$ cat src/hdl/lp2c_pkg.sv
// shared types, constants and the arctangent table for the lidar polar to cartesian block
// no dependencies; the design modules in hdl take names from here by scope
`timescale 1ns / 1ps

package lp2c_pkg;

  // fixed-point widths of the rotation datapath
  localparam int XW        = 34;   // x and y, Q14 millimetres with headroom for the gain
  localparam int ZW        = 33;   // residual angle, 2^32 units per turn
  localparam int FRAC_BITS = 14;
  localparam int TABLE_LEN = 24;
  localparam int OUT_W     = 17;

  localparam logic [15:0] GAIN_Q16 = 16'd39797;

  typedef enum logic [1:0] {
    REG_MIN_RANGE   = 2'd0,
    REG_MAX_RANGE   = 2'd1,
    REG_START_ANGLE = 2'd2,
    REG_ANGLE_STEP  = 2'd3
  } reg_idx_t;

  typedef struct packed {
    logic [15:0] min_range;
    logic [15:0] max_range;
    logic [15:0] start_angle;
    logic [15:0] angle_step;
  } cfg_t;

  typedef struct packed {
    logic signed [XW-1:0] x;
    logic signed [XW-1:0] y;
    logic signed [ZW-1:0] z;
  } vec_t;

  // atan(2^-i) in units of 2^-32 turn, rounded to nearest
  function automatic logic [31:0] atan_turn32(input logic [4:0] idx);
    logic [31:0] a;
    case (idx)
      5'd0:    a = 32'd536870912;
      5'd1:    a = 32'd316933406;
      5'd2:    a = 32'd167458907;
      5'd3:    a = 32'd85004756;
      5'd4:    a = 32'd42667331;
      5'd5:    a = 32'd21354465;
      5'd6:    a = 32'd10679838;
      5'd7:    a = 32'd5340245;
      5'd8:    a = 32'd2670163;
      5'd9:    a = 32'd1335087;
      5'd10:   a = 32'd667544;
      5'd11:   a = 32'd333772;
      5'd12:   a = 32'd166886;
      5'd13:   a = 32'd83443;
      5'd14:   a = 32'd41722;
      5'd15:   a = 32'd20861;
      5'd16:   a = 32'd10430;
      5'd17:   a = 32'd5215;
      5'd18:   a = 32'd2608;
      5'd19:   a = 32'd1304;
      5'd20:   a = 32'd652;
      5'd21:   a = 32'd326;
      5'd22:   a = 32'd163;
      5'd23:   a = 32'd81;
      default: a = 32'd0;
    endcase
    return a;
  endfunction

endpackage

$ cat src/hdl/lp2c_cell.sv
// one rotation step of the cordic chain, registered, with its own valid and backpressure
// depends on lp2c_pkg
`timescale 1ns / 1ps

module lp2c_cell #(
  parameter int IDX = 0
) (
  input  logic           clk,
  input  logic           rst,
  input  logic           in_valid,
  output logic           in_ready,
  input  lp2c_pkg::vec_t in_vec,
  output logic           out_valid,
  input  logic           out_ready,
  output lp2c_pkg::vec_t out_vec
);

  logic signed [lp2c_pkg::XW-1:0] dx;
  logic signed [lp2c_pkg::XW-1:0] dy;
  logic signed [lp2c_pkg::ZW-1:0] ang;
  lp2c_pkg::vec_t                 nxt;

  assign dx  = $signed(in_vec.y) >>> IDX;
  assign dy  = $signed(in_vec.x) >>> IDX;
  assign ang = $signed(lp2c_pkg::ZW'(lp2c_pkg::atan_turn32(5'(IDX))));

  always_comb begin
    if (!in_vec.z[lp2c_pkg::ZW-1]) begin
      nxt.x = in_vec.x - dx;
      nxt.y = in_vec.y + dy;
      nxt.z = in_vec.z - ang;
    end else begin
      nxt.x = in_vec.x + dx;
      nxt.y = in_vec.y - dy;
      nxt.z = in_vec.z + ang;
    end
  end

  assign in_ready = !out_valid || out_ready;

  always_ff @(posedge clk) begin
    if (rst) begin
      out_valid <= 1'b0;
    end else if (in_ready) begin
      out_valid <= in_valid;
    end
    if (in_ready && in_valid) begin
      out_vec <= nxt;
    end
  end

endmodule

$ cat config.mk
export PLATFORM = sky130hd
export DESIGN_NAME = lp2c_cell
export DESIGN_NICKNAME = d
export VERILOG_FILES = /design/src/hdl/lp2c_pkg.sv /design/src/hdl/lp2c_cell.sv
export SDC_FILE = /design/constraint.sdc
export NUM_CORES = 1
export LEC_CHECK = 0
export ABC_AREA = 1
export ABC_CLOCK_PERIOD_IN_PS = 7150
export BUFFER_PORTS_ARGS = -buffer_cell sky130_fd_sc_hd__buf_2
export CAP_MARGIN = 0
export CORE_ASPECT_RATIO = 0.5
export CORE_MARGIN = 5
export CORE_UTILIZATION = 57
export DETAILED_ROUTE_END_ITERATION = 16
export PLACE_DENSITY = 0.82
export SLEW_MARGIN = 0
export SYNTH_ARGS = -nofsm -noshare
export SYNTH_HDL_FRONTEND = slang
export SYNTH_SLANG_ARGS = --single-unit
$ cat constraint.sdc
create_clock -name clk -period 7.15 [get_ports clk]
set_clock_uncertainty 0.1 [all_clocks]
set_input_delay 1.0725 -clock clk [delete_from_list [all_inputs] [get_ports clk]]
set_output_delay 1.0725 -clock clk [all_outputs]
set_load 0.03 [all_outputs]
==> results.yml, run 1 <==
outcome:
  run_status: "finished, final reports clean"
timing:
  finalSetupViolations: 0
  max_clock_freq_mhz: 287.8
  rsz0062_at_grt: "false"
  worst_slew_pin_slew_ns: 0.8860
  hold_violations: 0
  tns_ns: 0
  period_minus_slack_ns: 3.474
  slew_violations: 0
  fin_crit_sh_pct: 48.59
  slew_headroom_pct: 40.93
worst_hold_path:
  min_from: "out_valid"
  hp-class: "reg -> reg"
  holdPathStages: 2
  holdPathEnd: "out_valid"
clocking:
  insertion_delay_ns: 0.35
  cts-root-buf: "clkbuf_16"
  htreeDepth: 3
  cts_hold_buffers: 0
  cts_buffers: 9
  postCtsSetupRepairBufs: 0
  cts_resized: 0
  clk_pin_slew_ns: 0.08
  cts_tree: "done"
  clock_sinks: 101
  cts_buffer_depth: 2
floorplan:
  coreArea_mm2: 0.01765
  die_h_um: 105.6
  start_util_pct: 59.02
  ios: 208
  rows: 34
  dieWidth_um: 201.2
  die_area_mm2: 0.02125
synthesis:
  yosys.area.top_type_share_pct: 28.82
  synth_edf_count: 100
  yosys_warnings: 0
  yosysMostFrequentCell: "nand2_1"
  synth_top_area_cell: "edfxtp_1"
  synth_area_leaders: "edfxtp_1, nand2_1, ha_1, inv_1, nand3_1"
  synthDistinctLibCells: 47
  ys.flop_type: "edfxtp_1"
  synthTopCellsByCount: "nand2_1, inv_1, nor2_1"
  synth_nets: 1725
  synth-seq-area-share_pct: 29.01
  synth_cells: 1515
  avgSynthCellArea_um2: 6.878
  syn-cell-area_mm2: 0.01042
  synthArstFlopShare_pct: 0
  ys_ff_latch: 101
drt:
  drt_wl_total_um: 37790
  first_iter_violations: 1395
  post_drt_wl_per_cell_um: 19.58
  ant_nets: 0
  wl_met3_um: 5010
  drt_first_pass_iters: 6
  num_vias: 11280
  post-route-drc-count: 0
  viasPerCell: 5.843
  wl_met1_um: 15610
  met2_wirelength_um: 16210
  top_layer_used: "met4"
place:
  hpwl_um: 31060
  port_buffers: 207
  gp_congestion: 1.068
  dp.cells: 1914
  post_dp_cell_area_mm2: 0.01148
global_routing:
  grt_pass1_vias: 10530
  grt_overflow_total: 0
  grt_pass1_wl_um: 57720
  grt_max_degree: 76
  grt_antenna_before_repair: 0
  grtUsageTotal_pct: 34.28
finish:
  final_nets: 1901
  syn2layout_area_growth_pct: 12.96
  fin_util_pct: 66.67
  layout.cells.non_filler: 1930
  fin_area_mm2: 0.01177
  num_antenna_cells: 0
  drive_gt1_share_pct: 16.45
power_and_ir_drop:
  p_total_mw: 2.144
  powerDensity_mw_per_mm2: 182.2
  p_leak_nw: 5.955
  peakVddDrop_mv: 0.1010
setup_path:
  startpoint_type: "input pin"
  rrSetupSlack_ns: 4.96
  r2r-start: "out_valid"
  crit_path_max_fanout: 9
  r2r-end: "out_vec[54]"
  crit_chain: "buf_2 -> inv_1 -> ha_1 -> inv_1 -> a21oi_1 -> o21ai_0 -> a21oi_1 -> nand3_1 -> xor2_1 -> nand2_1 -> nand2_1"
  worstSetupPathType: "in -> reg"
  arrival_ns: 3.48
  slowest_delay_ns: 0.48
  end_kind: "register"
  critical_path_buf_inv_count: 3
  cp_top_family: "compound AO/OA/AOI/OAI gates"
  slowest_stage: "ha_1"
  reg2reg_depth: 3
  required_ns: 7.16
run:
  drv_cap: 0
[power breakdown]
part / total (mW) / switching, mW / internal, mW / leakage (nW)
clock: 0.493 / 0.249 / 0.244 / 0.140
sequential: 0.746 / 0.0158 / 0.731 / 0.980
combinational: 0.904 / 0.648 / 0.256 / 4.84
[registers in the layout, indices dropped and copies added (netlist names)]
name	flops
out_valid	1
out_vec	100
[worst reg2reg max path, cell delays in order, from the launching register on]
cell and delay, ns:
dfxtp_1 0.35, a21oi_4 0.15, buf_4 0.44, buf_4 0.72
[cell families (layout without fill, tap and decap cells)]
| family | Yosys count | in the layout | share of synthesized area (%) |
|---|---|---|---|
| buf+inv | 257 | 438 | 10.59 |
| mux | 2 | 2 | 0.1921 |
| xor+xnor | 28 | 28 | 2.354 |
| flops | 101 | 101 | 29.01 |
| fa+ha+maj | 105 | 105 | 12.90 |
| compound gates | 274 | 274 | 14.47 |
| simple gates | 748 | 748 | 30.49 |
[routing by layer]
| metal | global-route usage [%] | vias to the layer above |
|---|---|---|
| li1 | - | 5305 |
| met4 | 8.333 | 0 |
| met3 | 10.10 | 89 |
| met2 | 54.89 | 695 |
| met1 | 46.22 | 5188 |
| met5 | 0 | - |
[per-stage QoR]
stage                     setup WS, ns  hold slack [ns]
after floorplan                 0.5180           0.7318
after global placement           3.476           0.4141
after detailed placement         3.470           0.4635
after CTS                        3.844           0.4737
after global routing             3.553           0.4985
final                            3.676           0.4709
[cell usage in the layout, fill, tap and decap left out, drive strengths merged]
cell | Yosys | routed
nand2 | 416 | 416
inv | 211 | 212
buf | 39 | 211
nor2 | 152 | 152
nand3 | 139 | 139
a21oi | 135 | 135
ha | 101 | 101
edfxtp | 100 | 100
o21ai | 99 | 99
xor2 | 26 | 26
nor3 | 19 | 19
nand4 | 12 | 12
clkbuf | 7 | 10
a21o | 9 | 9
o21bai | 8 | 8
or2 | 6 | 6
o211ai | 5 | 5
clkinv | 0 | 5
o21a | 4 | 4
o31ai | 4 | 4
o22ai | 4 | 4
fa | 4 | 4
a31oi | 3 | 3
xnor2 | 2 | 2
mux2i | 2 | 2
nor4 | 2 | 2
a21boi | 2 | 2
a211oi | 1 | 1
and2 | 1 | 1
nand3b | 1 | 1
dfxtp | 1 | 1
[layout make-up]
class,count,area (µm²)
Clock inverter,6,60.06
Inverter,211,794.5
Tap cell,234,292.8
Sequential cell,101,3023
Clock buffer,10,229.0
Timing Repair Buffer,211,1066
Multi-Input combinational cell,1157,6305
Fill cell,1574,5884
[how the worst max path moves through the flow]
stage                     slack, ns       start  cells past startpoint           to
final                          3.68  in_vec[52]                     11  out_vec[53]
after global routing           3.55  in_vec[36]                     14  out_vec[91]
after CTS                      3.84  in_vec[52]                     11  out_vec[53]
after detailed placement       3.47  in_vec[36]                     14  out_vec[93]
after global placement         3.48  in_vec[52]                     11  out_vec[53]
after floorplan                0.52    in_valid                      2   out_vec[0]
Note: power is estimated with default switching activity, not from simulation.
==> inputs of run 2 (changes only) <==
ABC_CLOCK_PERIOD_IN_PS = 3000   (was 7150)
CORE_UTILIZATION = 52   (was 57)
PLACE_DENSITY = 0.79   (was 0.82)
clock period = 3 ns   (was 7.15 ns; I/O delays follow)
==> results.yml, run 2 (synthesized netlist as in run 1, its figures left out) <==
drt:
  num_vias: 10920
  post_drt_wl_per_cell_um: 17.04
  post-route-drc-count: 0
  ant_nets: 0
  drt_first_pass_iters: 6
  viasPerCell: 5.502
  drt_wl_total_um: 33810
  first_iter_violations: 1582
floorplan:
  dieWidth_um: 210.2
  die_h_um: 110.1
  coreArea_mm2: 0.01959
  start_util_pct: 53.18
  die_area_mm2: 0.02314
  rows: 36
  ios: 208
power_and_ir_drop:
  p_total_mw: 5.056
  p_leak_nw: 6.068
  powerDensity_mw_per_mm2: 421.5
  peakVddDrop_mv: 0.2371
clocking:
  postCtsSetupRepairBufs: 0
  htreeDepth: 3
  cts_hold_buffers: 0
  clock_sinks: 101
  insertion_delay_ns: 0.36
  clk_pin_slew_ns: 0.07
  cts-root-buf: "clkbuf_16"
  cts_buffers: 9
  cts_buffer_depth: 2
  cts_resized: 0
  cts_tree: "done"
finish:
  final_cell_mix: "nand2_1, buf_2, inv_1, nor2_1, nand3_1"
  final_common_cell: "nand2_1"
  final_nets: 1923
  largest_register_ffs: 100
  syn2layout_area_growth_pct: 15.12
  fin_area_mm2: 0.01200
  largest-register: "out_vec"
  reg_top3: "out_vec (100), out_valid (1)"
  drive_gt1_share_pct: 17.53
timing:
  hold_violations: 0
  slew_violations: 0
  worst_slew_pin_slew_ns: 0.6969
  period_minus_slack_ns: 2.579
  finalSetupViolations: 0
  slew_headroom_pct: 53.54
  worst_slack_ns: 0.4214
  rsz0062_at_grt: "false"
  tns_ns: 0
  max_clock_freq_mhz: 387.8
  fin_crit_sh_pct: 85.95
worst_hold_path:
  min_from: "rst"
  holdPathEnd: "out_valid"
  holdPathStages: 2
  hp-class: "in -> reg"
setup_path:
  crit_path_max_fanout: 5
  rrSetupSlack_ns: 1.53
  crit_top_cell: "nand2_1"
  startpoint_type: "input pin"
  worstSetupPathType: "in -> reg"
  r2r-end: "out_vec[52]"
  r2r-start: "out_valid"
  reg2reg_depth: 2
  required_ns: 3.02
  crit_chain: "buf_2 -> ha_1 -> fa_1 -> nand2_1 -> nor2_2 -> nor2_4 -> inv_2 -> nand2_1 -> nand2_2 -> nand2_1 -> nand2_1 -> nand2_1 -> nand3_1 -> nand3_1 -> nand2_1"
  slowest_delay_ns: 0.51
  critical_path_buf_inv_count: 2
  end_kind: "register"
  arrival_ns: 2.60
  slowest_stage: "fa_1"
  cp_top_family: "simple AND/OR/NAND/NOR gates"
global_routing:
  grt_antenna_before_repair: 0
  grt_max_degree: 63
  grtUsageTotal_pct: 28.76
  grt_pass1_wl_um: 52380
  grt_overflow_total: 0
  grt_pass1_vias: 9785
place:
  port_buffers: 207
  post_dp_cell_area_mm2: 0.01171
  hpwl_um: 28110
  pre_cts_slack_ns: 0.1118
  gp_congestion: 1.046
run:
  drv_cap: 0
outcome:
  run_status: "finished, final reports clean"
run 2: worst max-delay path by stage:
stage                     slack [ns]        from          end  depth (start not counted)
after global routing            0.30  in_vec[39]  out_vec[66]                         16
after global placement          0.15  in_vec[33]  out_vec[93]                         15
after CTS                       0.49  in_vec[33]  out_vec[59]                         15
final                           0.42  in_vec[33]  out_vec[59]                         15
after detailed placement        0.11  in_vec[33]  out_vec[59]                         15
after floorplan                 0.27   out_ready   out_vec[0]                          2
run 2: metrics by stage:
| stage | utilization (%) | hold WS (ns) | instances |
|---|---|---|---|
| final | 61.22 | 0.1266 | 1984 |
| after global placement | 59.77 | 0.4158 | 1968 |
| after global routing | 61.21 | 0.1178 | 1983 |
| after CTS | 61.21 | 0.1242 | 1983 |
| after detailed placement | 59.77 | 0.4221 | 1968 |
| after floorplan | - | 0.4191 | 1515 |
run 2: routing by layer:
metal	GRT usage [%]	wire length, µm	vias up	part of all wire, %
met2	43.98	14070	576	42
met3	6.616	4137	40	12
met4	5.863	448	0	1.3
met1	41.89	15160	4956	45
li1	-	-	5344	-
met5	0	0	-	0
run 2: power breakdown:
part	total (mW)	internal, mW	switching [mW]
sequential	1.77	1.74	0.0305
combinational	2.14	0.647	1.50
clock	1.14	0.576	0.566
total	5.06	2.96	2.09
run 2: cell type report:
| type | count | area, µm² |
|---|---|---|
| antenna | 1 | 2.502 |
| sequential | 101 | 3023 |
| multi-input combinational | 1157 | 6305 |
| clock buffer | 9 | 225.2 |
| tap | 266 | 332.8 |
| inverter | 211 | 794.5 |
| fill | 1889 | 7599 |
| timing repair buffer | 233 | 1256 |
| clock inverter | 6 | 56.30 |
