==> config.mk <==
export PLATFORM = sky130hd
export DESIGN_NAME = lp2c_prep
export DESIGN_NICKNAME = d
export VERILOG_FILES = /design/src/hdl/lp2c_pkg.sv /design/src/hdl/lp2c_prep.sv
export SDC_FILE = /design/constraint.sdc
export NUM_CORES = 1
export LEC_CHECK = 0
export ABC_AREA = 1
export BUFFER_PORTS_ARGS = -buffer_cell sky130_fd_sc_hd__buf_2
export CAP_MARGIN = 0
export CORE_MARGIN = 2
export CORE_UTILIZATION = 40
export CTS_BUF_LIST = sky130_fd_sc_hd__clkbuf_8 sky130_fd_sc_hd__clkbuf_16
export CTS_CLUSTER_SIZE = 28
export DETAILED_ROUTE_END_ITERATION = 10
export SETUP_SLACK_MARGIN = 0.2
export SLEW_MARGIN = 20
export SYNTH_ARGS = -nofsm -noshare
export SYNTH_HDL_FRONTEND = slang
export SYNTH_SLANG_ARGS = --single-unit
==> constraint.sdc <==
create_clock -name clk -period 6.8 [get_ports clk]
set_input_delay 0.68 -clock clk [delete_from_list [all_inputs] [get_ports clk]]
set_output_delay 0.68 -clock clk [all_outputs]
set_load 0.01 [all_outputs]
==> src/hdl/lp2c_pkg.sv <==
// shared types, constants and the arctangent table for the lidar polar to cartesian block
// no dependencies; the design modules in hdl take names from here by scope
`timescale 1ns / 1ps

package lp2c_pkg;

  // fixed-point widths of the rotation datapath
  localparam int XW        = 34;   // x and y, Q14 millimetres with headroom for the gain
  localparam int ZW        = 33;   // residual angle, 2^32 units per turn
  localparam int FRAC_BITS = 14;
  localparam int TABLE_LEN = 24;
  localparam int OUT_W     = 17;

  localparam logic [15:0] GAIN_Q16 = 16'd39797;

  typedef enum logic [1:0] {
    REG_MIN_RANGE   = 2'd0,
    REG_MAX_RANGE   = 2'd1,
    REG_START_ANGLE = 2'd2,
    REG_ANGLE_STEP  = 2'd3
  } reg_idx_t;

  typedef struct packed {
    logic [15:0] min_range;
    logic [15:0] max_range;
    logic [15:0] start_angle;
    logic [15:0] angle_step;
  } cfg_t;

  typedef struct packed {
    logic signed [XW-1:0] x;
    logic signed [XW-1:0] y;
    logic signed [ZW-1:0] z;
  } vec_t;

  // atan(2^-i) in units of 2^-32 turn, rounded to nearest
  function automatic logic [31:0] atan_turn32(input logic [4:0] idx);
    logic [31:0] a;
    case (idx)
      5'd0:    a = 32'd536870912;
      5'd1:    a = 32'd316933406;
      5'd2:    a = 32'd167458907;
      5'd3:    a = 32'd85004756;
      5'd4:    a = 32'd42667331;
      5'd5:    a = 32'd21354465;
      5'd6:    a = 32'd10679838;
      5'd7:    a = 32'd5340245;
      5'd8:    a = 32'd2670163;
      5'd9:    a = 32'd1335087;
      5'd10:   a = 32'd667544;
      5'd11:   a = 32'd333772;
      5'd12:   a = 32'd166886;
      5'd13:   a = 32'd83443;
      5'd14:   a = 32'd41722;
      5'd15:   a = 32'd20861;
      5'd16:   a = 32'd10430;
      5'd17:   a = 32'd5215;
      5'd18:   a = 32'd2608;
      5'd19:   a = 32'd1304;
      5'd20:   a = 32'd652;
      5'd21:   a = 32'd326;
      5'd22:   a = 32'd163;
      5'd23:   a = 32'd81;
      default: a = 32'd0;
    endcase
    return a;
  endfunction

endpackage

==> src/hdl/lp2c_prep.sv <==
// front of the pipeline: range substitution, bearing, quadrant fold and gain-scaled seed vector
// depends on lp2c_pkg
`timescale 1ns / 1ps

module lp2c_prep (
  input  logic            clk,
  input  logic            rst,
  input  lp2c_pkg::cfg_t  cfg,
  input  logic            in_valid,
  output logic            in_ready,
  input  logic [15:0]     in_range,
  input  logic [11:0]     in_beam,
  output logic            out_valid,
  input  logic            out_ready,
  output lp2c_pkg::vec_t  out_vec
);

  localparam int MAG_W = 30;

  // stage a: range select and beam * step
  logic        a_valid;
  logic        a_ready;
  logic [15:0] a_r;
  logic [15:0] a_prod;
  logic [27:0] prod_full;

  // stage b: bearing, fold and gain multiply
  logic             b_valid;
  logic             b_ready;
  logic [MAG_W-1:0] b_mag;
  logic             b_flip;
  logic [15:0]      b_sa;
  logic [15:0]      theta;
  logic             flip;
  logic [31:0]      mag_full;

  // stage c: signed seed vector
  logic                         c_ready;
  logic signed [lp2c_pkg::XW-1:0] x_pos;

  assign prod_full = in_beam * cfg.angle_step;

  assign a_ready  = !a_valid || b_ready;
  assign in_ready = a_ready;

  always_ff @(posedge clk) begin
    if (rst) begin
      a_valid <= 1'b0;
    end else if (a_ready) begin
      a_valid <= in_valid;
    end
    if (a_ready && in_valid) begin
      a_r    <= (in_range <= cfg.min_range) ? cfg.max_range : in_range;
      a_prod <= prod_full[15:0];
    end
  end

  assign theta    = a_prod + cfg.start_angle;
  // bearing in [1/4, 3/4) turn gets folded by half a turn
  assign flip     = theta[15] ^ theta[14];
  assign mag_full = a_r * lp2c_pkg::GAIN_Q16;
  assign b_ready  = !b_valid || c_ready;

  always_ff @(posedge clk) begin
    if (rst) begin
      b_valid <= 1'b0;
    end else if (b_ready) begin
      b_valid <= a_valid;
    end
    if (b_ready && a_valid) begin
      b_mag  <= mag_full[31:2];
      b_flip <= flip;
      b_sa   <= {theta[15] ^ flip, theta[14:0]};
    end
  end

  assign c_ready = !out_valid || out_ready;
  assign x_pos   = lp2c_pkg::XW'(b_mag);

  always_ff @(posedge clk) begin
    if (rst) begin
      out_valid <= 1'b0;
    end else if (c_ready) begin
      out_valid <= b_valid;
    end
    if (c_ready && b_valid) begin
      out_vec.x <= b_flip ? -x_pos : x_pos;
      out_vec.y <= '0;
      out_vec.z <= {{(lp2c_pkg::ZW - 32){b_sa[15]}}, b_sa, 16'h0000};
    end
  end

endmodule

==> results.sh, run 1 <==
export IMPL_outcome="complete, no violations"
export IMPL_arrival_ns=6.19
export IMPL_drc=0
export IMPL_firstDrtPassIters=5
export IMPL_grt_max_degree=51
export IMPL_synth_edff_count=129
export IMPL_die_h_um=203.4
export IMPL_min_to="out_vec[31]"
export IMPL_clk_pin_slew_worst_paths_ns=0.07
export IMPL_rsz0062_at_grt="false"
export IMPL_yosys_most_used_dff="edfxtp_1"
export IMPL_wl_um=37090
export IMPL_critPathTopFamily="adder cells"
export IMPL_n_antenna_cell=0
export IMPL_wire_per_inst_um=15.16
export IMPL_holdPathStages=0
export IMPL_ys_warn_count=0
export IMPL_port_buffers=148
export IMPL_clkSinkCount=132
export IMPL_syn_avg_cell_area_um2=8.991
export IMPL_antenna_found_initial=0
export IMPL_clk_latency_ns=0.43
export IMPL_num_rows=73
export IMPL_die_area_um2=41370
export IMPL_initial_core_util_pct=40.31
export IMPL_io_pins=199
export IMPL_cp_required_ns=7.06
export IMPL_final_hold_violation_count=0
export IMPL_place_congestion=0.8736
export IMPL_finClkSkew_ns=0.009727
export IMPL_cp_slowest_stage_delay_ns=0.54
export IMPL_start_kind="flop"
export IMPL_tightestPinTransition_ns=0.9980
export IMPL_synth_mux_area_share_pct=0
export IMPL_synth_area_leaders="edfxtp_1 (24%), fa_1 (23%), ha_1 (15%)"
export IMPL_synth_cell_type_count=46
export IMPL_track_usage_pct=18.66
export IMPL_async_flop_share_pct=0
export IMPL_ant_nets=0
export IMPL_cts_buffers=17
export IMPL_yosys_area_share_simple_pct=15.47
export IMPL_reg2reg_to="b_mag[22]"
export IMPL_slew_headroom_pct=33.47
export IMPL_worstHoldStart="b_sa[15]"
export IMPL_core_area_um2=39460
export IMPL_ys_seq_area_share_pct=24.73
export IMPL_finalNetCount=2377
export IMPL_cts_root_buf="clkbuf_16"
export IMPL_syn2layout_area_growth_pct=10.45
export IMPL_hold_path_class="reg -> reg"
export IMPL_synth_top_area_share_pct=24.35
export IMPL_synth_top_family_by_area="adder cells"
export IMPL_setup_violations=0
export IMPL_utilization_pct=44.52
export IMPL_synth_xor_area_share_pct=3.800
export IMPL_r2r_slack_ns=0.88
export IMPL_drt_iter0_markers=485
export IMPL_critPathKind="reg -> reg"
export IMPL_synth_top_area_cell="edfxtp_1"
export IMPL_period_needed_ns=5.923
export IMPL_path_buf_inv=5
export IMPL_max_cap_violations=0
export IMPL_hpwl_um=31680
export IMPL_r2r_start="a_r[11]"
export IMPL_slew_viol_final=0
export IMPL_ys_ff_latch=132
export IMPL_rr_worst_depth=18
export IMPL_synth_adder_area_share_pct=37.90
export IMPL_htreeDepth=4
export IMPL_cts_tree="built"
export IMPL_netlist_area_um2=15910
export IMPL_cts_setup_buffers=0
export IMPL_cpMostUsedCell="fa_1"
export IMPL_cp_cell_sequence="inv_1 > fa_1 > fa_1 > inv_1 > fa_1 > fa_1 > fa_1 > inv_1 > fa_1 > inv_1 > ha_1 > nand2_1 > nor2_1 > inv_1 > nor2_1 > nand4_1 > nand3_1 > xor2_1"
export IMPL_finalCritPeriodShare_pct=87.10
export IMPL_path_max_fanout=5
export IMPL_via_per_inst=4.649
export IMPL_post_cts_resized=0
export IMPL_die_w_um=203.4
export IMPL_grt_pass1_wl_um=60220
export IMPL_clockBufferDepth=2
export IMPL_vias=11380
export IMPL_grt_overflow=0
export IMPL_synth_compound_area_share_pct=4.980
export IMPL_grt_pass1_vias=11650
export IMPL_layout_common_cells="inv_1 (409), nand2_1 (359), ha_1 (189)"
export IMPL_drive_above_1_share_pct=12.07
export IMPL_fmax_mhz=168.8
export IMPL_end_kind="flop"
export IMPL_slowest_stage="edfxtp_1"
export IMPL_setup_total_negative_slack_ns=0
export IMPL_final_common_cell="inv_1"
export IMPL_synth_cells=1769
export IMPL_holdBufCountCts=0
how the worst max path moves through the flow:
| stage | start | to | cells after the start |
|---|---|---|---|
| floorplan | a_r[10] | b_mag[28] | 19 |
| global placement | a_r[12] | b_mag[22] | 18 |
| detailed placement | a_r[11] | b_mag[22] | 18 |
| CTS | a_r[12] | b_mag[22] | 18 |
| global route | a_r[12] | b_mag[22] | 18 |
| finish | a_r[11] | b_mag[22] | 18 |
routing by layer:
metal	part of all wire [%]	up-vias	track usage, %
li1	-	5690	-
met1	46	5408	24.70
met2	49	237	32.31
met3	3.0	41	1.886
met4	2.0	0	5.657
met5	0	-	0
sequential cells by signal, indices dropped and copies added, names as in the netlist:
signal and flops:
b_flip 1, b_mag 30, out_vec 50, a_prod 16, out_valid 1, a_r 16, b_valid 1, a_valid 1
b_sa 16
synth_stat cells, drive strengths merged (16+ instances only):
| cell type | count |
|---|---|
| buf | 63 |
| inv | 413 |
| nand3 | 79 |
| nand2 | 369 |
| nor2 | 80 |
| a21oi | 68 |
| o21ai | 40 |
| nand4 | 20 |
| fa | 183 |
| clkbuf | 16 |
| xnor2 | 16 |
| ha | 189 |
| xor2 | 53 |
| edfxtp | 129 |
cell families (layout without fill, tap and decap cells):
group | Yosys count | after routing
AO/OA/AOI/OAI | 138 | 138
XOR/XNOR | 69 | 69
adder cells (fa/ha/maj) | 372 | 372
buffers and inverters | 492 | 596
flip-flops | 132 | 132
other | 1 | 50
AND/OR/NAND/NOR | 565 | 565
layout make-up:
type | instances | area [um^2]
flip-flops and latches | 132 | 3934
inverters | 413 | 1550
repair buffers | 151 | 763.2
clock inverters | 15 | 153.9
fillers | 3891 | 21890
well taps | 525 | 656.9
multi-input cells | 1194 | 10080
clock buffers | 17 | 425.4
per-stage QoR:
stage | cell area [um^2] | instances | hold slack (ns) | worst slack [ns]
6_report | 17570 | 2447 | 0.4181 | 0.8772
5_1_grt | 17570 | 2447 | 0.4299 | 0.5995
4_1_cts | 17570 | 2447 | 0.4187 | 0.7429
3_5_place_dp | 16990 | 2415 | 0.4045 | 0.7782
3_3_place_gp | 16990 | 2415 | 0.4076 | 0.7993
2_1_floorplan | 16090 | 1818 | 0.4003 | 1.668
Power of run 1 is left out: the tool's default activity adds up to more than one toggle a clock period on the data nets, which glitch-free logic cannot reach.
==> run 2, diff against run 1 <==
--- a/config.mk
+++ b/config.mk
@@ -9,7 +9,7 @@
 export BUFFER_PORTS_ARGS = -buffer_cell sky130_fd_sc_hd__buf_2
 export CAP_MARGIN = 0
 export CORE_MARGIN = 2
-export CORE_UTILIZATION = 40
+export CORE_UTILIZATION = 25
 export CTS_BUF_LIST = sky130_fd_sc_hd__clkbuf_8 sky130_fd_sc_hd__clkbuf_16
 export CTS_CLUSTER_SIZE = 28
 export DETAILED_ROUTE_END_ITERATION = 10
==> results.sh, run 2 (synthesized netlist as in run 1, its figures left out) <==
export IMPL_outcome="complete, no violations"
export IMPL_die_area_um2=65650
export IMPL_layout_common_cells="inv_1 (408), nand2_1 (359), ha_1 (189)"
export IMPL_place_congestion=0.8867
export IMPL_finalCritPeriodShare_pct=84.20
export IMPL_setup_violations=0
export IMPL_via_per_inst=4.069
export IMPL_worstHoldStart="b_sa[13]"
export IMPL_period_needed_ns=5.726
export IMPL_cts_root_buf="clkbuf_16"
export IMPL_placedInstanceArea_um2=17380
export IMPL_slew_viol_final=0
export IMPL_antenna_found_initial=0
export IMPL_critPathLaunch="a_r[6]"
export IMPL_drt_iter0_markers=420
export IMPL_initial_core_util_pct=25.26
export IMPL_htreeDepth=4
export IMPL_post_cts_resized=0
export IMPL_critPathKind="reg -> reg"
export IMPL_clk_latency_ns=0.44
export IMPL_wire_per_inst_um=13.53
export IMPL_drive_above_1_share_pct=12.08
export IMPL_holdWs_ns=0.4109
export IMPL_vias=11260
export IMPL_top_register="out_vec"
export IMPL_grt_max_degree=51
export IMPL_track_usage_pct=11.74
export IMPL_path_max_fanout=6
export IMPL_ant_nets=0
export IMPL_cts_setup_buffers=0
export IMPL_largest_register_ffs=50
export IMPL_syn2layout_area_growth_pct=12.95
export IMPL_finClkSkew_ns=0.01345
export IMPL_grt_overflow=0
export IMPL_rsz0062_at_grt="false"
export IMPL_io_pins=199
export IMPL_final_cell_area_um2=17960
export IMPL_finalNetCount=2376
export IMPL_core_area_um2=62970
export IMPL_cp_required_ns=7.00
export IMPL_final_common_cell="inv_1"
export IMPL_wl_um=37430
export IMPL_tightestPinTransition_ns=1.056
export IMPL_drc=0
export IMPL_grt_pass1_wl_um=61430
export IMPL_grt_pass1_vias=11780
export IMPL_final_hold_violation_count=0
export IMPL_die_w_um=256.2
export IMPL_setup_total_negative_slack_ns=0
export IMPL_max_cap_violations=0
export IMPL_die_h_um=256.2
export IMPL_port_buffers=148
export IMPL_r2r_start="a_r[6]"
export IMPL_n_antenna_cell=0
export IMPL_hold_path_class="reg -> reg"
export IMPL_cts_buffers=17
export IMPL_slew_headroom_pct=29.57
export IMPL_reg_top3="out_vec x50, b_mag x30"
export IMPL_hpwl_um=32050
export IMPL_cts_tree="built"
export IMPL_holdBufCountCts=0
export IMPL_clkSinkCount=132
export IMPL_firstDrtPassIters=5
export IMPL_start_kind="flop"
export IMPL_clk_pin_slew_worst_paths_ns=0.08
export IMPL_end_kind="flop"
export IMPL_arrival_ns=5.93
export IMPL_num_rows=92
export IMPL_clockBufferDepth=2
export IMPL_fmax_mhz=174.6
run 2: path summary, 6_finish.rpt:
| path | cells past startpoint | slack, ns | to |
|---|---|---|---|
| min reg2reg | 0 | 0.41 | out_vec[29] |
| max reg2reg | 20 | 1.07 | b_mag[28] |
| min | 0 | 0.41 | out_vec[29] |
| max | 20 | 1.07 | b_mag[28] |
run 2: area by class of cell:
| type | instances | area, um^2 |
|---|---|---|
| Inverter | 413 | 1550 |
| Multi-Input combinational cell | 1194 | 10080 |
| Timing Repair Buffer | 150 | 755.7 |
| Tap cell | 846 | 1059 |
| Clock inverter | 15 | 157.7 |
| Clock buffer | 17 | 425.4 |
| Sequential cell | 132 | 3934 |
| Fill cell | 6750 | 45000 |
run 2: through the flow:
stage,std cells,setup WS [ns],util (%)
final,2767,1.074,28.53
after global routing,2767,0.7543,28.53
after CTS,2767,1.068,28.53
after detailed placement,2735,1.084,27.61
after global placement,2735,1.115,27.61
after floorplan,1818,1.668,-
run 2: critical path, stage by stage, from the launching register on:
cell      delay (ns)
edfxtp_1        0.60
inv_1           0.20
fa_1            0.53
fa_1            0.52
inv_1           0.06
fa_1            0.50
inv_1           0.05
fa_1            0.47
inv_1           0.05
fa_1            0.53
inv_1           0.05
fa_1            0.53
inv_1           0.04
ha_1            0.35
nand2_1         0.11
nor2_1          0.20
nand4_1         0.11
o21ai_1         0.29
nand2_1         0.13
nand4_1         0.09
nand2_1         0.06
run 2: per-layer routing:
metal | vias up | global-route usage [%] | routed length, um
met3 | 40 | 1.384 | 990
met1 | 5348 | 15.56 | 17750
met4 | 0 | 3.038 | 554
li1 | 5698 | - | -
met2 | 174 | 20.24 | 18140
met5 | - | 0 | 0
Power of run 2 is left out for the same reason.
