===== config.mk =====
export PLATFORM = sky130hd
export DESIGN_NAME = lp2c_out
export DESIGN_NICKNAME = d
export VERILOG_FILES = /design/src/hdl/lp2c_pkg.sv /design/src/hdl/lp2c_out.sv
export SDC_FILE = /design/constraint.sdc
export NUM_CORES = 1
export LEC_CHECK = 0
export ABC_AREA = 1
export BUFFER_PORTS_ARGS = -buffer_cell sky130_fd_sc_hd__buf_2
export CAP_MARGIN = 15
export CELL_PAD_IN_SITES_DETAIL_PLACEMENT = 1
export CELL_PAD_IN_SITES_GLOBAL_PLACEMENT = 1
export CORE_MARGIN = 8
export CORE_UTILIZATION = 33
export DETAILED_ROUTE_END_ITERATION = 8
export PLACE_DENSITY = 0.91
export SLEW_MARGIN = 10
export SYNTH_ARGS = -nofsm -noshare
export SYNTH_HDL_FRONTEND = slang
export SYNTH_SLANG_ARGS = --single-unit

===== constraint.sdc =====
create_clock -name clk -period 4.95 [get_ports clk]
set_input_delay 0.495 -clock clk [delete_from_list [all_inputs] [get_ports clk]]
set_output_delay 0.495 -clock clk [all_outputs]
set_load 0.02 [all_outputs]

===== src/hdl/lp2c_pkg.sv =====
// shared types, constants and the arctangent table for the lidar polar to cartesian block
// no dependencies; the design modules in hdl take names from here by scope
`timescale 1ns / 1ps

package lp2c_pkg;

  // fixed-point widths of the rotation datapath
  localparam int XW        = 34;   // x and y, Q14 millimetres with headroom for the gain
  localparam int ZW        = 33;   // residual angle, 2^32 units per turn
  localparam int FRAC_BITS = 14;
  localparam int TABLE_LEN = 24;
  localparam int OUT_W     = 17;

  localparam logic [15:0] GAIN_Q16 = 16'd39797;

  typedef enum logic [1:0] {
    REG_MIN_RANGE   = 2'd0,
    REG_MAX_RANGE   = 2'd1,
    REG_START_ANGLE = 2'd2,
    REG_ANGLE_STEP  = 2'd3
  } reg_idx_t;

  typedef struct packed {
    logic [15:0] min_range;
    logic [15:0] max_range;
    logic [15:0] start_angle;
    logic [15:0] angle_step;
  } cfg_t;

  typedef struct packed {
    logic signed [XW-1:0] x;
    logic signed [XW-1:0] y;
    logic signed [ZW-1:0] z;
  } vec_t;

  // atan(2^-i) in units of 2^-32 turn, rounded to nearest
  function automatic logic [31:0] atan_turn32(input logic [4:0] idx);
    logic [31:0] a;
    case (idx)
      5'd0:    a = 32'd536870912;
      5'd1:    a = 32'd316933406;
      5'd2:    a = 32'd167458907;
      5'd3:    a = 32'd85004756;
      5'd4:    a = 32'd42667331;
      5'd5:    a = 32'd21354465;
      5'd6:    a = 32'd10679838;
      5'd7:    a = 32'd5340245;
      5'd8:    a = 32'd2670163;
      5'd9:    a = 32'd1335087;
      5'd10:   a = 32'd667544;
      5'd11:   a = 32'd333772;
      5'd12:   a = 32'd166886;
      5'd13:   a = 32'd83443;
      5'd14:   a = 32'd41722;
      5'd15:   a = 32'd20861;
      5'd16:   a = 32'd10430;
      5'd17:   a = 32'd5215;
      5'd18:   a = 32'd2608;
      5'd19:   a = 32'd1304;
      5'd20:   a = 32'd652;
      5'd21:   a = 32'd326;
      5'd22:   a = 32'd163;
      5'd23:   a = 32'd81;
      default: a = 32'd0;
    endcase
    return a;
  endfunction

endpackage


===== src/hdl/lp2c_out.sv =====
// output register: rounds the q14 vector to millimetres and saturates to 17 bits
// depends on lp2c_pkg
`timescale 1ns / 1ps

module lp2c_out (
  input  logic                clk,
  input  logic                rst,
  input  logic                in_valid,
  output logic                in_ready,
  input  lp2c_pkg::vec_t      in_vec,
  output logic                out_valid,
  input  logic                out_ready,
  output logic signed [16:0]  out_x,
  output logic signed [16:0]  out_y
);

  localparam int SW = lp2c_pkg::XW + 1;
  localparam int QW = SW - lp2c_pkg::FRAC_BITS;
  localparam int OW = lp2c_pkg::OUT_W;

  function automatic logic [OW-1:0] round_sat(input logic [lp2c_pkg::XW-1:0] v);
    logic [SW-1:0] s;
    logic [QW-1:0] q;
    logic [OW-1:0] r;
    s = {v[lp2c_pkg::XW-1], v} + SW'(1 << (lp2c_pkg::FRAC_BITS - 1));
    q = s[SW-1:lp2c_pkg::FRAC_BITS];
    // bits above the field must all match the sign, else clamp
    if (q[QW-1:OW-1] == '0 || q[QW-1:OW-1] == '1) begin
      r = q[OW-1:0];
    end else begin
      r = q[QW-1] ? {1'b1, {(OW-1){1'b0}}} : {1'b0, {(OW-1){1'b1}}};
    end
    return r;
  endfunction

  assign in_ready = !out_valid || out_ready;

  always_ff @(posedge clk) begin
    if (rst) begin
      out_valid <= 1'b0;
    end else if (in_ready) begin
      out_valid <= in_valid;
    end
    if (in_ready && in_valid) begin
      out_x <= $signed(round_sat(in_vec.x));
      out_y <= $signed(round_sat(in_vec.y));
    end
  end

endmodule


==> reports/qor.yml, run 1 <==
run_status: "completed"
cp.buffers_inverters: 1
hold_viol_final: 0
wl_per_cell_um: 13.8
hold_class: "input port to register"
cts_hold_buf: 0
yosysMostFrequentCell: "nand2_1"
avgSynthCellArea_um2: 8.17
routed_via_density: 4.55
fin_area_mm2: 0.00306
first_global_vias: 2280
grt_pass1_wl_um: 10700
synth_edf_count: 34
ant_nets: 0
yosysTopAreaCell: "edfxtp_1"
synth_cell_types: 23
dr.pass1.iters: 4
netlist_instances: 300
r2r-start: "out_valid"
timing.final.crit_share_pct: 39.6
slowest_stage: "nand2_2"
worst_setup_path_end_kind: "register"
io_pins: 141
maxCapViolations: 0
nets: 491
p_leak_nw: 1.43
slew_headroom_pct: 28.9
fp.dieArea_mm2: 0.0104
final_layout_size_suffix_gt1_share_pct: 33.8
arrival_ns: 1.97
antenna_cells: 0
cp_max_fo: 16
finalSetupViolCount: 0
grt_util_all_layers_pct: 13.0
yosysWarnings: 0
synth_seq_area_share_pct: 42.4
cts_root_buffer: "clkbuf_8"
worstMarginPinSlew_ns: 1.06
required_ns: 4.97
dp.final_hpwl_um: 5610
synth_area_leaders: "edfxtp_1 (42%), nand2_1 (20%), xor2_1 (6.1%)"
cts_tree: "built"
crit_start: "in_vec[46]"
grt_antenna_before_repair: 0
die_height_um: 102
ys.flop_type: "edfxtp_1"
ir_worst_vdd_uv: 88.2
grt_max_degree: 35
ctsResizeCount: 0
ys_ff_latch: 35
gr-total-overflow: 0
drv_slew: 0
fmax_ghz: 0.511
drc_errors: 0
syn_area_mm2: 0.00245
async_flop_share_pct: 0
cp_common_cell: "nand2_1"
holdCritStartpoint: "rst"
path_class: "input port to register"
worstPathCellList: "buf_2, ha_1, nand2_2, nor2_4, nand3_2, nor2_1, nand2_1, nand2_1, nand4_1, nand2_2, nand2_1"
htree_levels: 2
syn_nets: 407
port_buffers: 81
min_period_ns: 1.96
start_util_pct: 34.0
p_per_area_mw_per_mm2: 258
row_count: 31
clk_latency_ns: 0.29
routabilityCongestion: 0.867
dpl_cell_area_mm2: 0.00294
cp_slowest_stage_delay_ns: 0.28
vias: 2203
fill_cells: 939
tns_ns: 0
cts.sinks: 35
rsz0062_at_grt: "false"
cpLargestDelayFamily: "simple AND/OR/NAND/NOR gates"
wl_um: 6690
fin_skew_ns: 0.0133
drt-initial-drc-count: 43
syn2layout_area_growth_pct: 24.6
clk_path_buf_depth: 2
cp-start-kind: "input port"
cts_buffers: 5
fp.dieW_um: 102
yosysTopAreaCellShare_pct: 41.6
path_clk_slew_ns: 0.07
synthTopCellsByCount: "nand2_1 (131), edfxtp_1 (34), nor2_1 (23)"
postCtsSetupBuffers: 0
core-area_mm2: 0.00721
-- state kept, by name (all words and copies together), names as in the netlist --
signal     count
out_valid      1
out_x         17
out_y         17
-- path summary, 6_finish.rpt --
| check | slack (ns) | end | cells after the start |
|---|---|---|---|
| min reg2reg | 0.53 | out_valid | 2 |
| max | 2.99 | out_y[5] | 11 |
| max reg2reg | 3.38 | out_x[16] | 1 |
| min | 0.36 | out_valid | 2 |
-- final cells by class --
class                   instances  area [um2]  area share [%]
inverters                      17        63.8            2.09
multi-input cells             244        1310            42.7
repair buffers                 81         405            13.3
flip-flops and latches         35        1040            34.1
clock inverters                 2        35.0            1.15
clock buffers                   6        82.6            2.70
well taps                      99         124            4.05
-- cell usage in the layout (no fill, tap or decap), drive strengths merged --
cell    instances
a21oi           2
buf            81
bufinv          1
clkbuf          6
clkinv          1
dfxtp           1
edfxtp         34
ha              2
inv            17
nand2         147
nand3          13
nand3b          1
nand4           3
nor2           40
nor3            4
o21bai          2
xnor2          13
xor2           17
-- per-stage QoR --
stage / util [%] / total power, mW / worst slack (ns) / cells / hold slack (ns)
after global routing: 42.4 / 0.821 / 2.83 / 484 / 0.365
after detailed placement: 40.7 / 0.524 / 2.67 / 476 / 0.529
after floorplan: - / 0.461 / 2.30 / 300 / 0.564
after CTS: 42.4 / 0.795 / 2.97 / 484 / 0.359
final: 42.4 / 0.787 / 2.99 / 484 / 0.363
after global placement: 40.7 / 0.518 / 2.75 / 476 / 0.510
-- power breakdown --
| group | internal [mW] | switching [mW] |
|---|---|---|
| clock network | 0.163 | 0.108 |
| registers | 0.350 | 0.00526 |
| logic | 0.0530 | 0.107 |
| total | 0.567 | 0.221 |
-- cells by family after synthesis --
logic type	Yosys count	share of synthesized area (%)
xor+xnor	30	10.7
compound gates	4	1.33
buf+inv	21	4.80
fa+ha+maj	2	1.02
simple gates	208	39.7
flops	35	42.4
-- layer usage --
metal,share of wire [%],global-route usage [%],vias to the layer above
met4,1.3,4.51,0
li1,-,-,1122
met2,51,22.9,42
met5,0,0,-
met1,42,15.2,1033
met3,5.0,2.59,6
Power figures use the tool's default switching activity.
==> run 2: changes to the inputs <==
--- a/config.mk
+++ b/config.mk
@@ -11,9 +11,9 @@
 export CELL_PAD_IN_SITES_DETAIL_PLACEMENT = 1
 export CELL_PAD_IN_SITES_GLOBAL_PLACEMENT = 1
 export CORE_MARGIN = 8
-export CORE_UTILIZATION = 33
+export CORE_UTILIZATION = 28
 export DETAILED_ROUTE_END_ITERATION = 8
-export PLACE_DENSITY = 0.91
+export PLACE_DENSITY = 0.83
 export SLEW_MARGIN = 10
 export SYNTH_ARGS = -nofsm -noshare
 export SYNTH_HDL_FRONTEND = slang
==> constraint.sdc (replaced) <==
create_clock -name clk -period 1.65 [get_ports clk]
set_input_delay 0.165 -clock clk [delete_from_list [all_inputs] [get_ports clk]]
set_output_delay 0.165 -clock clk [all_outputs]
set_load 0.02 [all_outputs]
==> run 2 against run 1 <==
- non-clock buffer count rose by 32
- clock power rose to 2.5 times the previous value
- clock-buffer cell count rose by 1
- via count rose by 4.4%
- register-to-register slack got worse by 2.8 ns
- largest cell class unchanged
- critical path depth fell by 1
==> reports/qor.yml, run 2 (synthesis gave the netlist of run 1 again) <==
wl_per_cell_um: 13.6
dp.final_hpwl_um: 5990
power_mw: 2.27
row_count: 34
tns_ns: 0
clk_latency_ns: 0.29
finalSetupViolCount: 0
start_util_pct: 28.5
grt_util_all_layers_pct: 11.9
worstMarginPinSlew_ns: 0.346
ir_worst_vdd_uv: 245
rsz0062_at_grt: "false"
p_leak_nw: 1.58
cp-start-kind: "input port"
fp.dieArea_mm2: 0.0120
grt_max_degree: 35
cp_common_cell: "nand2_1"
grt_pass1_wl_um: 11400
wl_um: 7120
clk_path_buf_depth: 2
core-area_mm2: 0.00859
timing.final.crit_share_pct: 87.6
ctsResizeCount: 0
antenna_cells: 0
cp_slowest_stage_delay_ns: 0.29
hold_viol_final: 0
routed_via_density: 4.38
reg.largest.list: "out_x (17), out_y (17), out_valid (1)"
min_period_ns: 1.45
cts_hold_buf: 0
hold_class: "input port to register"
maxCapViolations: 0
vias: 2299
final_common_cell: "nand2_1"
cp_max_fo: 4
path_class: "input port to register"
cts_root_buffer: "clkbuf_8"
required_ns: 1.69
htree_levels: 2
fin_skew_ns: 0.0147
p_per_area_mw_per_mm2: 685
p_comb_share_pct: 23.4
port_buffers: 81
ant_nets: 0
dr.pass1.iters: 4
drv_slew: 0
whs_ns: 0.0345
gr-total-overflow: 0
arrival_ns: 1.49
switchingPower_uw: 688
fmax_ghz: 0.692
routabilityCongestion: 0.839
layout_common_cells: "nand2_1 (131), buf_2 (81), edfxtp_1 (34)"
postCtsSetupBuffers: 0
run_status: "completed"
slew_headroom_pct: 76.8
pwr-share-seq_pct: 46.8
io_pins: 141
nets: 523
drt-initial-drc-count: 56
die_height_um: 110
path_clk_slew_ns: 0.07
p_int_mw: 1.59
swShare_pct: 30.2
r2r_slack_ns: 0.59
cp.buffers_inverters: 1
cpLargestDelayFamily: "simple AND/OR/NAND/NOR gates"
worst_setup_path_end_kind: "register"
slowest_stage: "nor3_1"
cts_buffers: 5
drc_errors: 0
cts_tree: "built"
cts.sinks: 35
first_global_vias: 2424
worstPathCellList: "buf_2, ha_1, nand2_2, nor2_4, nand2_1, nor3_1, nand2_1, xnor2_1, nand2_1, nand2_1"
clock_power_share_pct: 29.8
grt_antenna_before_repair: 0
final_layout_size_suffix_gt1_share_pct: 38.6
fp.dieW_um: 110
syn2layout_area_growth_pct: 35.4
==> run 2: cell count changes in the layout (fill, tap and decap cells not counted), sizes merged <==
cell | previous run | this run
bufinv | 1 | 0
clkbuf | 6 | 7
buf | 81 | 113
==> run 2: cell type report <==
type,count,area [um2]
clock buffers,7,86.3
flip-flops and latches,35,1040
clock inverters,1,5.00
multi-input cells,244,1310
inverters,17,63.8
well taps,108,135
fillers,1096,5270
repair buffers,113,683
==> run 2: power groups by stage <==
stage / registers, mW / logic (mW) / clock network, mW
6_report: 1.06 / 0.532 / 0.678
5_1_grt: 1.07 / 0.585 / 0.717
4_1_cts: 1.07 / 0.541 / 0.691
3_5_place_dp: 1.08 / 0.539 / 0
3_3_place_gp: 1.08 / 0.519 / 0
2_1_floorplan: 1.16 / 0.220 / 0
==> run 2: routing by layer <==
metal  vias up  routed length (um)  global-route usage, %
met5         -                   0                      0
met4         0                  69                   3.76
met3         5                 308                   2.05
met2        34                3740                   21.7
met1      1081                3000                   13.8
li1       1179                   -                      -
==> run 2: stage by stage <==
step	instance area (um2)	utilization [%]	setup slack, ns	std cells
floorplan	2460	-	0.114	300
global placement	3230	37.6	-0.0978	517
detailed placement	3230	37.6	-0.124	517
CTS	3320	38.6	0.186	525
global route	3320	38.6	0.0198	525
finish	3320	38.6	0.205	525
==> run 2: worst paths after layout <==
path | cells past startpoint | to | start
min | 2 | out_valid | rst
max reg2reg | 2 | out_y[14] | out_valid
max | 10 | out_x[15] | in_vec[80]
min reg2reg | 2 | out_valid | out_valid
==> run 3: changes to the inputs <==
--- a/config.mk
+++ b/config.mk
@@ -5,15 +5,15 @@
 export SDC_FILE = /design/constraint.sdc
 export NUM_CORES = 1
 export LEC_CHECK = 0
-export ABC_AREA = 1
+export ABC_CLOCK_PERIOD_IN_PS = 1650
 export BUFFER_PORTS_ARGS = -buffer_cell sky130_fd_sc_hd__buf_2
 export CAP_MARGIN = 15
 export CELL_PAD_IN_SITES_DETAIL_PLACEMENT = 1
 export CELL_PAD_IN_SITES_GLOBAL_PLACEMENT = 1
 export CORE_MARGIN = 8
-export CORE_UTILIZATION = 28
+export CORE_UTILIZATION = 27
 export DETAILED_ROUTE_END_ITERATION = 8
-export PLACE_DENSITY = 0.83
+export PLACE_DENSITY = 0.82
 export SLEW_MARGIN = 10
 export SYNTH_ARGS = -nofsm -noshare
 export SYNTH_HDL_FRONTEND = slang
==> run 3 against run 2 <==
- the run now ends with negative setup slack left
- global-route usage grew 1.6 points
- combinational power rose by 12%
- die area shrank 8.4%
- via count is 2.2% higher
- maximum frequency down 15%
- highest routed layer unchanged
- clock skew down 0.0064 ns
- largest cell class unchanged
- utilization up 5.7 points
- largest power group unchanged
==> reports/qor.yml, run 3 <==
grt_antenna_before_repair: 0
holdCritStartpoint: "rst"
hold_class: "input port to register"
row_count: 32
fill_cells: 904
cts_hold_buf: 0
run_status: "finished, violations left"
power_mw: 2.25
r2r-start: "out_valid"
synth_edf_count: 34
rsz0062_at_grt: "true"
io_pins: 141
worst_setup_path_end_kind: "register"
finalSetupViolCount: 16
drc_errors: 0
violations: "negative setup slack"
cts.sinks: 35
syn_nets: 314
arrival_ns: 1.74
slew_headroom_pct: 78.2
cp-start-kind: "input port"
final_layout_size_suffix_gt1_share_pct: 50.8
synth_seq_area_share_pct: 48.8
hold_viol_final: 0
dr.pass1.iters: 4
avgSynthCellArea_um2: 10.3
syn2layout_area_growth_pct: 59.6
final_common_cell: "buf_2"
synth_cell_types: 41
grt_pass1_wl_um: 12200
dpl_cell_area_mm2: 0.00310
maxCapViolations: 0
layout_common_cells: "buf_2 (74), buf_4 (58), edfxtp_1 (34)"
fp.dieW_um: 105
ys.flop_type: "edfxtp_1"
dp.final_hpwl_um: 6190
start_util_pct: 27.8
wl_per_cell_um: 18.3
p_per_area_mw_per_mm2: 661
cp_max_fo: 4
grt_max_degree: 35
wl_um: 8350
hold_end: "out_valid"
clk_latency_ns: 0.28
cts_root_buffer: "clkbuf_8"
antenna_cells: 0
cts_tree: "built"
nets: 461
whs_path_depth: 2
whs_ns: 0.0327
fp.dieArea_mm2: 0.0110
synth_area_leaders: "edfxtp_1 (48%), xor2_1 (8.6%), o21ai_0 (4.9%)"
min_period_ns: 1.71
netlist_instances: 207
reg2reg_to: "out_y[13]"
yosysTopAreaCellShare_pct: 47.9
port_buffers: 81
drv_slew: 0
grt_util_all_layers_pct: 13.5
ant_nets: 0
yosysWarnings: 0
required_ns: 1.68
reg.largest.list: "out_x (17), out_y (17), out_valid (1)"
p_leak_nw: 1.41
r2r_slack_ns: 0.53
fmax_ghz: 0.585
first_global_vias: 2597
yosysMostFrequentCell: "edfxtp_1"
cts_buffers: 5
synthTopCellsByCount: "edfxtp_1 (34), o21ai_0 (21), xor2_1 (21)"
yosysTopAreaCell: "edfxtp_1"
worst_slack_ns: -0.0600
core-area_mm2: 0.00769
worstMarginPinSlew_ns: 0.324
ir_worst_vdd_uv: 261
path_clk_slew_ns: 0.07
fin_skew_ns: 0.00828
die_height_um: 105
fin_area_mm2: 0.00340
syn_area_mm2: 0.00213
routed_via_density: 5.15
routabilityCongestion: 0.910
htree_levels: 2
ys_ff_latch: 35
async_flop_share_pct: 0
worstRegToRegCells: 3
path_class: "input port to register"
timing.final.crit_share_pct: 104
vias: 2350
gr-total-overflow: 0
drt-initial-drc-count: 65
clk_path_buf_depth: 2
==> run 3: changes by cell type after synthesis, sizes merged, moves of 4 or more <==
cell | previous run | this run
nand2 | 147 | 18
nor2 | 40 | 6
o21ai | 0 | 25
a21oi | 2 | 15
inv | 17 | 5
and4 | 0 | 8
and3 | 0 | 7
xnor2 | 13 | 6
a31oi | 0 | 4
clkbuf | 0 | 4
nand3 | 13 | 17
nand4 | 3 | 7
xor2 | 17 | 21
==> run 3: layout make-up <==
type | instances | area [um2] | area share, %
multi-input cells | 162 | 1170 | 34.4
clock inverters | 2 | 8.76 | 0.257
repair buffers | 145 | 968 | 28.4
clock buffers | 5 | 68.8 | 2.02
inverters | 5 | 18.8 | 0.551
well taps | 102 | 128 | 3.75
flip-flops and latches | 35 | 1040 | 30.6
==> run 3: repair_timing <==
action	in CTS	in global routing
resized for setup	8	28
endpoints found under the setup margin	16	16
pin swaps	5	9
gates cloned	0	2
setup buffers	3	4
==> run 3: worst max-delay path by stage <==
stage | startpoint | end | slack [ns]
5_1_grt | in_vec[81] | out_x[2] | -0.11
3_5_place_dp | in_vec[80] | out_x[6] | -0.46
2_1_floorplan | in_vec[85] | out_x[13] | -0.18
6_report | in_vec[89] | out_x[0] | -0.06
4_1_cts | in_vec[85] | out_x[5] | -0.01
3_3_place_gp | in_vec[80] | out_x[9] | -0.34
==> run 3: per-layer routing <==
layer  wire length [um]  track usage, %
met5                  0               0
met4                415            8.36
met3                464            2.70
met2               4430            25.1
met1               3040            13.5
==> run 3: cell families after synthesis <==
| group | count (synthesis) | synth area share, % |
|---|---|---|
| AND/OR/NAND/NOR | 74 | 19.9 |
| AO/OA/AOI/OAI | 57 | 16.0 |
| flip-flops | 35 | 48.8 |
| XOR/XNOR | 27 | 11.1 |
| buffers and inverters | 11 | 2.35 |
| adder cells (fa/ha/maj) | 2 | 1.17 |
| multiplexers | 1 | 0.704 |
==> run 3: critical path, cell delays in order <==
cell,delay [ns]
buf_2,0.10
and3_2,0.25
nand4_4,0.11
or3_4,0.39
mux2_4,0.32
o21ai_4,0.17
buf_4,0.17
a21oi_1,0.07
==> run 3: through the flow <==
stage          worst slack, ns  std cells  util (%)  TNS (ns)
2_1_floorplan           -0.183        207         -     -2.16
3_3_place_gp            -0.345        440      40.3     -5.40
3_5_place_dp            -0.457        440      40.3     -7.61
4_1_cts                -0.0136        450      42.2   -0.0853
5_1_grt                 -0.110        456      44.3     -1.34
6_report               -0.0600        456      44.3    -0.488
==> run 3: power breakdown <==
group / internal (mW) / switching, mW / total [mW]
clock: 0.281 / 0.301 / 0.582
combinational: 0.256 / 0.338 / 0.594
sequential: 1.06 / 0.0181 / 1.07
